<file path="src/sorted_list_insert_delete_defines.svh">
// Assertion macros for the sorted list block.
// Included by the modules that carry assertions; depends on nothing else.
`ifndef SORTED_LIST_INSERT_DELETE_DEFINES_SVH
`define SORTED_LIST_INSERT_DELETE_DEFINES_SVH

`ifndef SYNTHESIS
// A property that must hold at every clock edge outside reset.
`define SLID_ASSERT(lbl, prop) \
  lbl: assert property (@(posedge clk_i) disable iff (!rst_ni) (prop)) \
    else $error("sorted list assertion failed");
// A condition that forces a consequence at the next clock edge.
`define SLID_ASSERT_NEXT(lbl, ante, cons) \
  lbl: assert property (@(posedge clk_i) disable iff (!rst_ni) (ante) |=> (cons)) \
    else $error("sorted list assertion failed");
`else
`define SLID_ASSERT(lbl, prop)
`define SLID_ASSERT_NEXT(lbl, ante, cons)
`endif

`endif

</file>
<file path="src/slid_pkg.sv">
// Shared types and codes for the sorted list block.
// Used by slid_cell and sorted_list_insert_delete; depends on nothing.
package slid_pkg;

  localparam int unsigned DATA_W      = 32;
  localparam int unsigned REQ_W       = 2;
  localparam int unsigned STATUS_W    = 2;
  localparam int unsigned COUNT_OUT_W = 5;

  // Request codes carried on the input tuser.
  localparam logic [REQ_W-1:0] REQ_INSERT = 2'd0;
  localparam logic [REQ_W-1:0] REQ_DELETE = 2'd1;
  localparam logic [REQ_W-1:0] REQ_LIST   = 2'd2;

  // Status codes carried on the output tuser.
  localparam logic [STATUS_W-1:0] ST_OK        = 2'd0;
  localparam logic [STATUS_W-1:0] ST_NOT_FOUND = 2'd1;
  localparam logic [STATUS_W-1:0] ST_FULL      = 2'd2;
  localparam logic [STATUS_W-1:0] ST_EMPTY     = 2'd3;

  // Operation broadcast to every cell of the chain.
  typedef enum logic [1:0] {
    OP_HOLD,
    OP_INSERT,
    OP_DELETE,
    OP_ROTATE
  } slid_op_e;

  typedef struct packed {
    slid_op_e                 op;
    logic signed [DATA_W-1:0] value;
  } slid_ctrl_t;

endpackage

</file>
<file path="src/slid_cell.sv">
// One cell of the sorted chain: holds a single entry and its comparators.
// Depends on slid_pkg.
module slid_cell (
  input  logic                                clk_i,
  input  slid_pkg::slid_ctrl_t                ctrl_i,
  input  logic                                occ_i,
  input  logic                                tail_i,
  input  logic                                left_le_i,
  input  logic signed [slid_pkg::DATA_W-1:0]  left_value_i,
  input  logic signed [slid_pkg::DATA_W-1:0]  right_value_i,
  input  logic signed [slid_pkg::DATA_W-1:0]  head_value_i,
  output logic signed [slid_pkg::DATA_W-1:0]  value_o,
  output logic                                le_o,
  output logic                                eq_o
);

  logic signed [slid_pkg::DATA_W-1:0] entry_q, entry_d;
  logic                               ge;

  // Comparisons of the stored entry against the broadcast value.
  assign le_o = occ_i && (entry_q <= ctrl_i.value);
  assign ge   = occ_i && (entry_q >= ctrl_i.value);
  assign eq_o = occ_i && (entry_q == ctrl_i.value);
  assign value_o = entry_q;

  // Next entry: keep, take the new value, or take a neighbour's entry.
  always_comb begin
    entry_d = entry_q;
    unique case (ctrl_i.op)
      slid_pkg::OP_HOLD: begin
        entry_d = entry_q;
      end
      slid_pkg::OP_INSERT: begin
        if (le_o) begin
          entry_d = entry_q;
        end else if (left_le_i) begin
          entry_d = ctrl_i.value;
        end else begin
          entry_d = left_value_i;
        end
      end
      slid_pkg::OP_DELETE: begin
        entry_d = ge ? right_value_i : entry_q;
      end
      slid_pkg::OP_ROTATE: begin
        entry_d = tail_i ? head_value_i : right_value_i;
      end
      default: begin
        entry_d = entry_q;
      end
    endcase
  end

  // Payload register; needs no reset.
  always_ff @(posedge clk_i) begin
    entry_q <= entry_d;
  end

endmodule

</file>
<file path="src/sorted_list_insert_delete.sv">
// Sorted list of signed values: top level with control and output register.
// Depends on slid_pkg, slid_cell and sorted_list_insert_delete_defines.svh.
//
// Usage: requests arrive on the s_axis channel, tuser holding the request
// (insert, delete, list) and tdata the value. Results leave on m_axis with
// the status in tuser, entry value and entry count in tdata, and tlast on
// the final result of a request.
// Insert and delete each give one result, in the cycle after the transfer; the
// whole chain of cells compares and shifts in the same cycle as the transfer, so a
// new insert or delete is taken every cycle while the receiver keeps up and no list is running.
// A request with an unused code is taken and gives no result.
// A list request gives one result per stored entry, lowest first, or one
// empty result on an empty list. The request enters the listing state, and
// the entries then leave one by one as the chain rotates them past the
// head cell; no new request is taken until the last entry has left.
// Reset empties the list at once; there is no clearing pass.
// When the receiver stalls, the output register holds its result and the
// input is not ready; nothing is lost or repeated.
`include "sorted_list_insert_delete_defines.svh"

module sorted_list_insert_delete #(
  parameter int unsigned CAPACITY = 16
) (
  input  logic        clk_i,
  input  logic        rst_ni,
  input  logic        s_axis_tvalid,
  output logic        s_axis_tready,
  input  logic [31:0] s_axis_tdata,   // [31:0] value
  input  logic [1:0]  s_axis_tuser,   // [1:0] req_type
  output logic        m_axis_tvalid,
  input  logic        m_axis_tready,
  output logic [39:0] m_axis_tdata,   // [31:0] entry_value, [36:32] entry_count, zero fill
  output logic [1:0]  m_axis_tuser,   // [1:0] status
  output logic        m_axis_tlast
);

  localparam int unsigned CNT_W = $clog2(CAPACITY + 1);

  // Control state.
  logic [CNT_W-1:0] count_q, count_d;
  logic             list_q, list_d;
  logic [CNT_W-1:0] rem_q, rem_d;
  logic             out_valid_q, out_valid_d;

  // Output payload.
  logic [slid_pkg::STATUS_W-1:0]      out_status_q, out_status_d;
  logic signed [slid_pkg::DATA_W-1:0] out_value_q, out_value_d;
  logic [CNT_W-1:0]                   out_count_q, out_count_d;
  logic                               out_last_q, out_last_d;

  // Chain wiring.
  slid_pkg::slid_ctrl_t               ctrl;
  logic signed [slid_pkg::DATA_W-1:0] cell_value [CAPACITY];
  logic [CAPACITY-1:0]                cell_le;
  logic [CAPACITY-1:0]                cell_eq;
  logic                               found;
  logic                               full;
  logic                               take;
  logic                               accept;
  logic [CNT_W+slid_pkg::COUNT_OUT_W-1:0] count_ext;

  assign found  = |cell_eq;
  assign full   = (count_q == CNT_W'(CAPACITY));
  assign take   = !out_valid_q || m_axis_tready;
  assign s_axis_tready = !list_q && take;
  assign accept = s_axis_tvalid && s_axis_tready;

  // Row of cells; each cell sees its neighbours' entries and flags.
  for (genvar i = 0; i < CAPACITY; i++) begin : g_cell
    logic                               left_le;
    logic signed [slid_pkg::DATA_W-1:0] left_value;
    logic signed [slid_pkg::DATA_W-1:0] right_value;

    if (i == 0) begin : g_first
      assign left_le    = 1'b1;
      assign left_value = ctrl.value;
    end else begin : g_inner
      assign left_le    = cell_le[i-1];
      assign left_value = cell_value[i-1];
    end

    if (i == CAPACITY - 1) begin : g_last
      assign right_value = cell_value[i];
    end else begin : g_body
      assign right_value = cell_value[i+1];
    end

    slid_cell u_cell (
      .clk_i         (clk_i),
      .ctrl_i        (ctrl),
      .occ_i         (count_q > CNT_W'(i)),
      .tail_i        (count_q == CNT_W'(i + 1)),
      .left_le_i     (left_le),
      .left_value_i  (left_value),
      .right_value_i (right_value),
      .head_value_i  (cell_value[0]),
      .value_o       (cell_value[i]),
      .le_o          (cell_le[i]),
      .eq_o          (cell_eq[i])
    );
  end

  // Request handling, list sequencing and output register loading.
  always_comb begin
    count_d      = count_q;
    list_d       = list_q;
    rem_d        = rem_q;
    out_valid_d  = take ? 1'b0 : out_valid_q;
    out_status_d = out_status_q;
    out_value_d  = out_value_q;
    out_count_d  = out_count_q;
    out_last_d   = out_last_q;
    ctrl.op      = slid_pkg::OP_HOLD;
    ctrl.value   = $signed(s_axis_tdata);

    priority if (list_q && take) begin
      // Emit the head entry and rotate the chain by one place.
      out_valid_d  = 1'b1;
      out_status_d = slid_pkg::ST_OK;
      out_value_d  = cell_value[0];
      out_count_d  = count_q;
      out_last_d   = (rem_q == CNT_W'(1));
      ctrl.op      = slid_pkg::OP_ROTATE;
      rem_d        = rem_q - 1'b1;
      if (rem_q == CNT_W'(1)) begin
        list_d = 1'b0;
      end
    end else if (accept) begin
      unique case (s_axis_tuser)
        slid_pkg::REQ_INSERT: begin
          out_valid_d  = 1'b1;
          out_value_d  = '0;
          out_last_d   = 1'b1;
          if (full) begin
            out_status_d = slid_pkg::ST_FULL;
            out_count_d  = count_q;
          end else begin
            ctrl.op      = slid_pkg::OP_INSERT;
            count_d      = count_q + 1'b1;
            out_status_d = slid_pkg::ST_OK;
            out_count_d  = count_q + 1'b1;
          end
        end
        slid_pkg::REQ_DELETE: begin
          out_valid_d  = 1'b1;
          out_value_d  = '0;
          out_last_d   = 1'b1;
          if (found) begin
            ctrl.op      = slid_pkg::OP_DELETE;
            count_d      = count_q - 1'b1;
            out_status_d = slid_pkg::ST_OK;
            out_count_d  = count_q - 1'b1;
          end else begin
            out_status_d = slid_pkg::ST_NOT_FOUND;
            out_count_d  = count_q;
          end
        end
        slid_pkg::REQ_LIST: begin
          if (count_q == '0) begin
            out_valid_d  = 1'b1;
            out_status_d = slid_pkg::ST_EMPTY;
            out_value_d  = '0;
            out_count_d  = '0;
            out_last_d   = 1'b1;
          end else begin
            list_d = 1'b1;
            rem_d  = count_q;
          end
        end
        default: begin
          // Unused request code: taken and dropped.
        end
      endcase
    end else begin
      // Nothing to load this cycle.
    end
  end

  // Control registers.
  always_ff @(posedge clk_i or negedge rst_ni) begin
    if (!rst_ni) begin
      count_q     <= '0;
      list_q      <= 1'b0;
      rem_q       <= '0;
      out_valid_q <= 1'b0;
    end else begin
      count_q     <= count_d;
      list_q      <= list_d;
      rem_q       <= rem_d;
      out_valid_q <= out_valid_d;
    end
  end

  // Output payload registers.
  always_ff @(posedge clk_i) begin
    out_status_q <= out_status_d;
    out_value_q  <= out_value_d;
    out_count_q  <= out_count_d;
    out_last_q   <= out_last_d;
  end

  // Output packing; the count is reported modulo 32.
  assign count_ext     = {{slid_pkg::COUNT_OUT_W{1'b0}}, out_count_q};
  assign m_axis_tvalid = out_valid_q;
  assign m_axis_tuser  = out_status_q;
  assign m_axis_tlast  = out_last_q;
  assign m_axis_tdata  = {3'b000, count_ext[slid_pkg::COUNT_OUT_W-1:0], out_value_q};

  // The entry count never exceeds the capacity.
  `SLID_ASSERT(a_count_bound, count_q <= CNT_W'(CAPACITY))
  // While listing, the entries still to go are between one and the count.
  `SLID_ASSERT(a_rem_range, !list_q || (rem_q != '0 && rem_q <= count_q))
  // An accepted insert into a list with room grows the count by one.
  `SLID_ASSERT_NEXT(a_insert_grows,
    accept && s_axis_tuser == slid_pkg::REQ_INSERT && !full,
    count_q == $past(count_q) + 1'b1)
  // The final entry of a listing ends the listing and is marked last.
  `SLID_ASSERT_NEXT(a_list_ends, list_q && take && rem_q == CNT_W'(1),
    !list_q && out_valid_q && out_last_q)

endmodule
</file>
<file path="config.mk">
export PLATFORM = sky130hd
export DESIGN_NAME = sorted_list_insert_delete
export DESIGN_NICKNAME = d
export VERILOG_FILES = /design/src/slid_pkg.sv /design/src/slid_cell.sv /design/src/sorted_list_insert_delete.sv
export VERILOG_INCLUDE_DIRS = /design/src /design/src/src
export SDC_FILE = /design/constraint.sdc
export NUM_CORES = 2
export LEC_CHECK = 0
export BUFFER_PORTS_ARGS = -buffer_cell sky130_fd_sc_hd__buf_2
export CAP_MARGIN = 5
export CORE_ASPECT_RATIO = 1.5
export CORE_MARGIN = 4
export CORE_UTILIZATION = 38
export DETAILED_ROUTE_END_ITERATION = 6
export PLACE_DENSITY = 0.63
export SETUP_SLACK_MARGIN = 0.3
export SLEW_MARGIN = 0
export SYNTH_ARGS = -nofsm -noshare
export SYNTH_HDL_FRONTEND = slang
export SYNTH_HIERARCHICAL = 1
export SYNTH_SLANG_ARGS = --single-unit
</file>
<file path="constraint.sdc">
create_clock -name clk_i -period 19.6 [get_ports clk_i]
set_input_delay 0.98 -clock clk_i [delete_from_list [all_inputs] [get_ports clk_i]]
set_output_delay 0.98 -clock clk_i [all_outputs]
set_load 0.05 [all_outputs]
</file>
# == Word-level counts from Yosys, hierarchy flattened ==
# Index checks and enable logic that the tools add are counted.
# word_totals
reg_bits,564
in_bits,38
output_inout_bits,45
wordCells,355
# op_classes
n_addsub,3
n_lt_le_gt_ge,47
eq_ne,75
mux,116
bitwise_logic,3
n_reduce_logical,87
# ops
cell,count
$mux W32,65
$pmux W32 S3,15
$eq A32 B32 Y1,16
$le A32 B32 Y1,16
$ge A32 B32 Y1,15
$pmux W32 S2,2
$reduce_and A3 Y1,20
$logic_and A1 B1 Y1,50
$mux W5,9
$eq A5 B4 Y1 const B,8
$gt A5 B4 Y1 const B,8
$ne A2 B2 Y1 const B,19
$ne A2 B1 Y1 const B,17
$eq A5 B3 Y1 const B,4
$gt A5 B3 Y1 const B,4
$reduce_or A16 Y1,1
$pmux W5 S3,1
$mux W1,14
$eq A5 B1 Y1 const B,2
$eq A5 B2 Y1 const B,2
$gt A5 B1 Y1 const B,2
$gt A5 B2 Y1 const B,2
$mux W2,5
$pmux W5 S2,1
19 further kinds,33

# == Depth between registers and ports, before layout ==
# depth
word_depth,11
mapped_depth,17
depth_no_buf,14

# == Modules after synthesis ==
# The synthesis kept the hierarchy.
# modules_own_cells
mod,n_inst,cells_per_inst,area_each_um2,seq_area_each_um2
slid_cell (g_cell[0].u_cell ...),15,297,2845.2,960.9
sorted_list_insert_delete,1,303,3111.7,1481.4
slid_cell (g_cell[9].u_cell),1,306,2874.0,960.9

# == Worst setup path after synthesis ==
# Ideal clock, no wire load.
# synth_timing
path_type,input to register
startpoint,input m_axis_tready
endpoint,"register g_cell[0].u_cell.entry_q, in the netlist g_cell[0].u_cell/value_o[0] (enable)"
arrival_time_ns,6.093
t_required_ns,19.168
path_slack_ns,13.075
path_stages,6
n_path_buf,1
path_cell_list,nand2b_1 -> buf_2 -> nand3_2 -> o21ai_0 -> a22oi_1 -> a21oi_1
# synth_rtl
item,line,rtl
"start, declared",sorted_list_insert_delete.sv:31,"input logic m_axis_tready,"
"end signal, assigned",slid_cell.sv:56,entry_q <= entry_d;
"end, declared",slid_cell.sv:17,"logic signed [slid_pkg::DATA_W-1:0] entry_q, entry_d;"

==> impl_metrics.csv <==
group,metric,value,unit
clocking,cts_made_buffers,66,
global_routing,grt_pass1_vias,40100,
synth,syn_inst,5063,
synth,avgSynthCellArea,9.61,sq um
setup_path,crit_chain,"buf_2 -> inv_1 -> ha_1 -> nand4_1 -> nor4_2 -> and3_2 -> nand2_1 -> inv_1 -> nor4_4 -> nand4_1 -> nand2_1 -> nand2_4 -> buf_12 -> buf_4 -> o22ai_1 -> a21oi_4",
setup_path,cpLargestDelayFamily,"simple AND/OR/NAND/NOR gates",
min_path,hold_path_class,"in2async",
power,pwr-share-clk,12.5,%
synth,synth_area,48700,sq um
clocking,cts_setup_buffers,0,
placement,port_buffers,79,
sta,finalSetupViolCount,0,
final_layout,utilization,41.8,%
floorplanning,die_area,134000,sq um
global_routing,grt_overflow,0,
final_layout,syn2layout_area_growth,9.12,%
drt,dr.pass1.iters,5,
run_status,status,"complete, no violations",
sta,fmax,0.135,GHz
drt,postRouteAntennaNets,0,
setup_path,cp.required,19860,ps
power,leakage,24.7,nW
drt,num_vias,40700,
clocking,cts_buffer_depth,3,
power,p_sw,4.92,mW
clocking,cts_num_sinks,564,
global_routing,grt_max_degree,216,
sta,worst_slack,12210,ps
final_layout,drive_gt1_share,8.61,%
sta,hold_violations,0,
setup_path,startpoint_type,"input pin",
sta,maxSlewHeadroom,22.8,%
power,powerDensity,191,nW/um^2
power,internal_power,5.24,mW
clocking,clk_pin_slew_worst_paths,60,ps
clocking,cts_resized,0,
clocking,htree_levels,3,
setup_path,slowest_stage,"a21oi_4",
floorplanning,die_width,300,um
floorplanning,dieHeight,446,um
final_layout,fill_cells,12400,
drt,post_drt_wl_per_cell,25.3,um
sta,whs,208,ps
placement,dpl_cell_area,51000,sq um
setup_path,path_buf_inv,5,
final_layout,fin_cells,6767,
placement,place_congestion,0.918,
drt,routed_wl,171,mm
setup_path,path_class,"in2reg",
placement,place_inst,6644,
sta,slew_viol_final,0,
clocking,cts_hold_buffers,0,
power,p_comb_share,55.9,%
clocking,cts_root_buf,"clkbuf_16",
placement,place.detailed.hpwl,118,mm
floorplanning,num_rows,160,
sta,fin_crit_sh,37.7,%
drt,first_iter_violations,3013,
setup_path,cpPeakStageDelay,920,ps
power,swShare,48.4,%
clocking,clk_latency,660,ps
setup_path,cp_max_fo,212,
power,irDropWorstVdd,0.111,mV
drt,route.detailed.drc,0,
global_routing,grt_pass1_wl,253,mm
floorplanning,io_pins,83,
sta,rsz0062_at_grt,"no",
power,p_total,10.2,mW
run,cap_violations,0,
global_routing,track_usage,24.8,%
synth,yosysWarnings,6,
placement,pre_cts_ws,11560,ps
setup_path,arrival,7650,ps
sta,skew,31.1,ps
final_layout,nNetsFinal,5573,
floorplanning,start_util,38.3,%
drt,viasPerCell,6.02,
sta,period_minus_slack,7390,ps
sta,tightest_slew,1150,ps
final_layout,multiInputGateArea,28700,sq um
setup_path,crit_path_end_kind,"register",
final_layout,fin_area,53100,sq um
final_layout,seqCellArea,16900,sq um
global_routing,antenna_found_initial,16,
floorplanning,core-area,127000,sq um
clocking,tritoncts,"yes",
power,p_seq_share,31.6,%
sta,finalSetupTns,0,ps
[path summary, 6_finish.rpt]
check,start,to,slack (ps),cells after the start
min,rst_ni,m_axis_tvalid,210,1
max in group asynchronous,rst_ni,rem_q[0],19160,1
max reg2reg,count_q[2],g_cell[6].u_cell/value_o[12],12520,13
min in group clk_i,m_axis_tuser[0],m_axis_tuser[0],530,2
max,s_axis_tdata[11],g_cell[6].u_cell/value_o[12],12210,16
min reg2reg,m_axis_tuser[0],m_axis_tuser[0],530,2
[metal layers]
| metal | track usage [%] | vias to the layer above | part of all wire [%] |
|---|---|---|---|
| met5 | 0 | - | 0.012 |
| met4 | 19.0 | 4 | 8.6 |
| met3 | 2.90 | 592 | 5.8 |
| met2 | 43.0 | 1594 | 49 |
| met1 | 27.7 | 19700 | 37 |
| li1 | - | 18900 | - |
[final cells by class]
type / count / area share, %
flip-flops and latches: 564 / 31.7
clock inverters: 36 / 0.533
well taps: 1701 / 4.01
clock buffers: 82 / 3.46
multi-input cells: 3643 / 54.1
repair buffers: 176 / 2.16
inverters: 560 / 3.96
diodes: 5 / 0.0236
[registers in the layout (all words and copies together) (netlist names)]
signal	count
m_axis_tuser	2
out_count_q	5
list_q	1
count_q	5
g_cell.u_cell/value_o	512
out_value_q	32
rem_q	5
m_axis_tvalid	1
m_axis_tlast	1
[power groups by stage]
stage | registers, mW | clock network (mW) | logic, mW
finish | 3.21 | 1.27 | 5.68
global route | 3.27 | 1.33 | 6.21
CTS | 3.21 | 1.29 | 5.61
detailed placement | 3.23 | 0 | 5.59
global placement | 3.22 | 0 | 5.43
floorplan | 3.12 | 0 | 3.80
[cells in the final DEF, fill, tap and decap left out, types with 16 or more instances in the layout]
cell type  instances
a211oi_1         532
a21o_1            60
a21oi_1          712
a221o_1           17
and3_1            68
and4_1            18
buf_2             79
buf_4             95
clkbuf_16         71
edfxtp_1         550
ha_1             524
inv_1            558
mux2i_1          514
nand2_1          110
nand3_1           68
nand4_1           68
nand4_2           16
nor2_1            57
nor2b_1          501
nor3_1            22
nor4_2            16
nor4_4            20
o211ai_1          17
o21ai_0           50
o31ai_1           20
[worst reg2reg max path, delay by kind of cell, from the launching register on]
family	cells	cell delay [ps]
buf+inv	3	1710
simple gates	7	2160
flops	1	850
compound gates	3	1960
No activity file was read; power rests on OpenSTA's default activity.
